**src/sv/gcc_pkg.sv**
```systemverilog
// Shared constants, types and helper functions for the graph components engine.
package gcc_pkg;

    localparam int MAX_VERTICES = 64;
    localparam int ADDR_W       = $clog2(MAX_VERTICES);
    localparam int VTX_W        = 6;
    localparam int CNT_W        = 7;
    localparam int ROW_W        = 64;
    localparam int FUNC_W       = 2;

    localparam logic [FUNC_W-1:0] FUNC_ADD  = 2'd0;
    localparam logic [FUNC_W-1:0] FUNC_COMP = 2'd1;
    localparam logic [FUNC_W-1:0] FUNC_NBR  = 2'd2;

    // one result as it travels from the walk engine to the output stage
    typedef struct packed {
        logic             push;
        logic             flush;
        logic [VTX_W-1:0] vertex;
        logic [CNT_W-1:0] component;
        logic             empty_res;
    } emit_t;

    typedef struct packed {
        logic push_ready;
        logic idle;
    } emit_stat_t;

    typedef struct packed {
        logic [VTX_W-1:0] vertex;
        logic [CNT_W-1:0] component;
        logic             last;
        logic             empty_res;
    } res_t;

    // index of the lowest set bit; isolate it, then encode
    function automatic logic [VTX_W-1:0] lowest_bit(input logic [ROW_W-1:0] w);
        logic [ROW_W-1:0] iso;
        logic [VTX_W-1:0] idx;
        iso = w & (~w + ROW_W'(1));
        idx = '0;
        for (int i = 0; i < ROW_W; i++)
        begin
            if (iso[i])
            begin
                idx = idx | VTX_W'(i);
            end
        end
        return idx;
    endfunction

    function automatic logic [ROW_W-1:0] bit_of(input logic [VTX_W-1:0] v);
        return ROW_W'(1) << v;
    endfunction

endpackage

```
**src/sv/gcc_out_if.sv**
```systemverilog
// Response channel: one emitted vertex per transfer.
interface gcc_out_if;
    logic                         valid;
    logic                         ready;
    logic [gcc_pkg::VTX_W-1:0]    vertex;
    logic [gcc_pkg::CNT_W-1:0]    component;
    logic                         last;
    logic                         empty_res;

    modport source (output valid, vertex, component, last, empty_res, input ready);
    modport sink   (input valid, vertex, component, last, empty_res, output ready);
endinterface

```
**src/sv/gcc_out.sv**
```systemverilog
// Output stage: one-deep hold for last-flag tagging, then the response register.
module gcc_out (
    input  logic                 clk,
    input  logic                 rst_n,
    input  gcc_pkg::emit_t       emit,
    output gcc_pkg::emit_stat_t  stat,
    gcc_out_if.source            rsp
);
    import gcc_pkg::*;

    logic hold_valid_reg, hold_valid_next;
    res_t hold_reg, hold_next;
    logic out_valid_reg, out_valid_next;
    res_t out_reg, out_next;
    logic out_free;
    logic push_ok;

    assign out_free = !out_valid_reg || rsp.ready;
    assign push_ok  = !hold_valid_reg || out_free;

    always_comb
    begin
        hold_valid_next = hold_valid_reg;
        hold_next       = hold_reg;
        out_valid_next  = out_valid_reg && !rsp.ready;
        out_next        = out_reg;
        if (emit.push && push_ok)
        begin
            // older result is not the last one: send it on
            if (hold_valid_reg)
            begin
                out_valid_next = 1'b1;
                out_next       = hold_reg;
                out_next.last  = 1'b0;
            end
            hold_valid_next     = 1'b1;
            hold_next.vertex    = emit.vertex;
            hold_next.component = emit.component;
            hold_next.last      = 1'b0;
            hold_next.empty_res = emit.empty_res;
        end
        else if (emit.flush && hold_valid_reg && out_free)
        begin
            out_valid_next  = 1'b1;
            out_next        = hold_reg;
            out_next.last   = 1'b1;
            hold_valid_next = 1'b0;
        end
    end

    always_ff @(posedge clk or negedge rst_n)
    begin
        if (!rst_n)
        begin
            hold_valid_reg <= 1'b0;
            out_valid_reg  <= 1'b0;
        end
        else
        begin
            hold_valid_reg <= hold_valid_next;
            out_valid_reg  <= out_valid_next;
        end
    end

    always_ff @(posedge clk)
    begin
        hold_reg <= hold_next;
        out_reg  <= out_next;
    end

    assign stat.push_ready = push_ok;
    assign stat.idle       = !hold_valid_reg;

    assign rsp.valid     = out_valid_reg;
    assign rsp.vertex    = out_reg.vertex;
    assign rsp.component = out_reg.component;
    assign rsp.last      = out_reg.last;
    assign rsp.empty_res = out_reg.empty_res;
endmodule

```
**src/flat_wrapper.sv**
```systemverilog
// flat-port wrapper written by rule: the top's interface ports become plain ports
module gcc_out_flat import gcc_pkg::*;
  (clk, rst_n, emit, stat, rsp_valid, rsp_vertex, rsp_component, rsp_last, rsp_empty_res, rsp_ready);
  gcc_out_if rsp_i ();
  input  logic clk;
  input  logic rst_n;
  input  gcc_pkg::emit_t emit;
  output gcc_pkg::emit_stat_t stat;
  output wire logic [$bits(rsp_i.valid)-1:0] rsp_valid;
  output wire logic [$bits(rsp_i.vertex)-1:0] rsp_vertex;
  output wire logic [$bits(rsp_i.component)-1:0] rsp_component;
  output wire logic [$bits(rsp_i.last)-1:0] rsp_last;
  output wire logic [$bits(rsp_i.empty_res)-1:0] rsp_empty_res;
  input wire logic [$bits(rsp_i.ready)-1:0] rsp_ready;
  assign rsp_valid = rsp_i.valid;
  assign rsp_vertex = rsp_i.vertex;
  assign rsp_component = rsp_i.component;
  assign rsp_last = rsp_i.last;
  assign rsp_empty_res = rsp_i.empty_res;
  assign rsp_i.ready = rsp_ready;
  gcc_out u_core (.clk(clk), .rst_n(rst_n), .emit(emit), .stat(stat), .rsp(rsp_i));
endmodule
```
**config.mk**
```make
export PLATFORM = sky130hd
export DESIGN_NAME = gcc_out_flat
export DESIGN_NICKNAME = d
export VERILOG_FILES = /design/src/sv/gcc_pkg.sv /design/src/sv/gcc_out_if.sv /design/src/sv/gcc_out.sv /design/src/flat_wrapper.sv
export SDC_FILE = /design/constraint.sdc
export NUM_CORES = 1
export LEC_CHECK = 0
export BUFFER_PORTS_ARGS = -buffer_cell sky130_fd_sc_hd__buf_2
export CAP_MARGIN = 25
export CORE_MARGIN = 3
export CORE_UTILIZATION = 49
export DETAILED_ROUTE_END_ITERATION = 8
export GPL_ROUTABILITY_DRIVEN = 0
export HOLD_SLACK_MARGIN = 0.08
export PLACE_DENSITY = 0.8
export SYNTH_ARGS = -nofsm -noshare
export SYNTH_HDL_FRONTEND = slang
export SYNTH_SLANG_ARGS = --single-unit
```
**constraint.sdc**
```tcl
create_clock -name clk -period 2.8 [get_ports clk]
set_clock_uncertainty 0.05 [all_clocks]
set_input_delay 0 -clock clk [delete_from_list [all_inputs] [get_ports clk]]
set_output_delay 0 -clock clk [all_outputs]
set_load 0.01 [all_outputs]
```
==> reports/metrics.yaml <==
status: "finished clean"
irDropWorstVdd_mv: 0.4447
r2r_slack_ps: 1250
critPathLaunch: "u_core.hold_valid_reg$_DFFE_PN0P_"
cts_tree: "done"
post-cts-setup-buffers: 0
avgSynthCellArea_um2: 22.90
viasPerCell: 4.474
min_path_cells: 2
port_buffers: 36
r2r_end: "u_core.hold_reg[9]$_DFFE_PP_"
clkPwrFrac_pct: 26.0
worstSkewPairLatency_ps: 320
ys_ff_latch: 31
maxCapViolations: 0
synthTopCellsByArea: "edfxtp_1 (88%), dfrtp_1 (5.1%), buf_4 (0.76%)"
drc: 0
crit_fanout: 14
post-route-min-period_ps: 1550
synth_common_cells: "edfxtp_1 (29), dfrtp_1 (2), inv_1 (2), nand2_1 (2)"
synth_most_common_cell: "edfxtp_1"
ys_warn_count: 0
r2r-start: "u_core.hold_valid_reg$_DFFE_PN0P_"
synth_edf_count: 29
maxSlewHeadroom_pct: 58.02
clockBufferDepth: 2
syn_to_final_growth_pct: 47.90
reg2reg_depth: 2
design.core.area_um2: 1802
vias: 595
synthesis.area_um2: 984.7
ys_seq_area_share_pct: 93.52
synthCells: 43
worstSetupEndpoint: "u_core.hold_reg[9]$_DFFE_PP_"
synth_cell_type_count: 12
routed_wl_um: 1934
p_total_uw: 907.6
leakage_uw: 0.0005911
cpMaxStageDelayCell: "and2_1"
p_int_uw: 704.8
final_nets: 126
criticalPathCategory: "reg -> reg"
ios: 37
grt_start_max_net_pins: 16
start_util_pct: 54.65
crit_path_cell_trace: "nand3b_1, and2_1"
clk_pin_slew_worst_paths_ps: 100
slowest_delay_ps: 550
cp-start-kind: "register"
die_h_um: 50.83
combPwrFrac_pct: 11.8
synth_top_area_share_pct: 88.44
seqPwrFrac_pct: 62.3
synth_top_area_cell: "edfxtp_1"
die_w_um: 50.83
cp.arrival_ps: 1450
drt_first_pass_iters: 4
rows: 15
drive_above_1_share_pct: 39.81
hold_viol_final: 0
cts-htree-levels: 2
grt-ovfl-total: 0
synth_fp_nets: 62
fin_area_um2: 1456
largest_reg_flops: 14
tns_ps: 0
grt_pass1_wl_um: 2898
hp-class: "in -> reg"
drtIter0Drc: 12
switching_power_uw: 202.8
grt_usage_pct: 17.07
fin_crit_sh_pct: 55.38
critPathRequiredTime_ps: 2700
powerDensity_nw_per_um2: 623.2
cts.sinks: 31
cts_buffers: 5
ant_nets: 0
dominantRegCellSynth: "edfxtp_1"
routedWlPerCell_um: 14.54
final_core_util_pct: 80.83
fmax_mhz: 645.0
worst_pin_slew_ps: 629.7
antenna_found_initial: 0
antenna_cells: 0
swShare_pct: 22.35
synthArstFlopShare_pct: 6.452
die_area_um2: 2584
drv_slew: 0
cts_root_buffer: "clkbuf_4"
endpoint_kind: "register"
dpl_cell_area_um2: 1196
grt_pass1_vias: 627
rsz0062_at_grt: "false"
setup_viol: 0
==> timing repair <==
item / CTS / global route
hold buffers: 21 / 0
endpoints found under the hold margin: 19 / 0
resized for setup: 0 / 0
==> cells by family (layout without fill, tap and decap cells) <==
family / after synthesis / count (layout) / synth area share, %
compound gates: 2 / 2 / 1.144
simple gates: 7 / 7 / 3.813
buf+inv: 3 / 68 / 1.525
flops: 31 / 31 / 93.52
==> power by group through the flow <==
stage	Combinational, uW	Clock [uW]	Sequential [uW]
2_1_floorplan	24.4	0	587
3_3_place_gp	76.4	0	573
3_5_place_dp	78.5	0	576
4_1_cts	103	233	565
5_1_grt	116	260	569
6_report	107	236	565
==> cells in the final DEF (no fill, tap or decap) <==
cell type | netlist | routed
o21ai_1 | 1 | 1
and2_1 | 1 | 1
a31oi_1 | 1 | 1
dfrtp_1 | 2 | 2
nor2_1 | 1 | 1
buf_2 | 0 | 36
nor2b_1 | 1 | 1
nand3b_1 | 1 | 1
nand2b_1 | 1 | 1
nand2_1 | 2 | 2
inv_1 | 2 | 2
edfxtp_1 | 29 | 29
clkbuf_4 | 0 | 5
clkinv_2 | 0 | 1
dlygate4sd3_1 | 0 | 21
clkbuf_1 | 0 | 2
buf_4 | 1 | 1
==> worst min-delay path by stage <==
stage	start	end	slack [ps]
after floorplan	rst_n	u_core.hold_valid_reg$_DFFE_PN0P_	-350
after global placement	rst_n	u_core.rsp.valid$_DFF_PN0_	-270
after detailed placement	rst_n	u_core.rsp.valid$_DFF_PN0_	-260
after CTS	emit[12]	u_core.hold_reg[13]$_DFFE_PP_	330
after global routing	emit[11]	u_core.hold_reg[12]$_DFFE_PP_	340
final	emit[7]	u_core.hold_reg[8]$_DFFE_PP_	330
==> cell type report <==
| type | instances | area, um^2 |
|---|---|---|
| Fill cell | 111 | 345.3 |
| Clock inverter | 1 | 5.005 |
| Tap cell | 25 | 31.28 |
| Inverter | 2 | 7.507 |
| Clock buffer | 7 | 45.04 |
| Timing Repair Buffer | 58 | 397.9 |
| Sequential cell | 31 | 920.9 |
| Multi-Input combinational cell | 9 | 48.80 |
==> per-stage QoR <==
step	std cells	setup WS [ps]	hold slack, ps
after floorplan	43	1108	-345.6
after global placement	104	1388	-265.7
after detailed placement	104	1304	-262.4
after CTS	133	1287	328.5
after global routing	133	1159	335.0
final	133	1250	329.3
==> critical path, delay by kind of cell, from the launching register on <==
family	cells	cell delay, ps
AND/OR/NAND/NOR	2	700
flip-flops	1	420
==> routing by layer <==
metal / wire length (um) / track usage (%)
met2: 1080 / 30.22
met1: 653 / 16.74
met5: 0 / 0
met3: 120 / 5.248
met4: 80 / 12.11
Note: power is estimated with default switching activity, not from simulation.
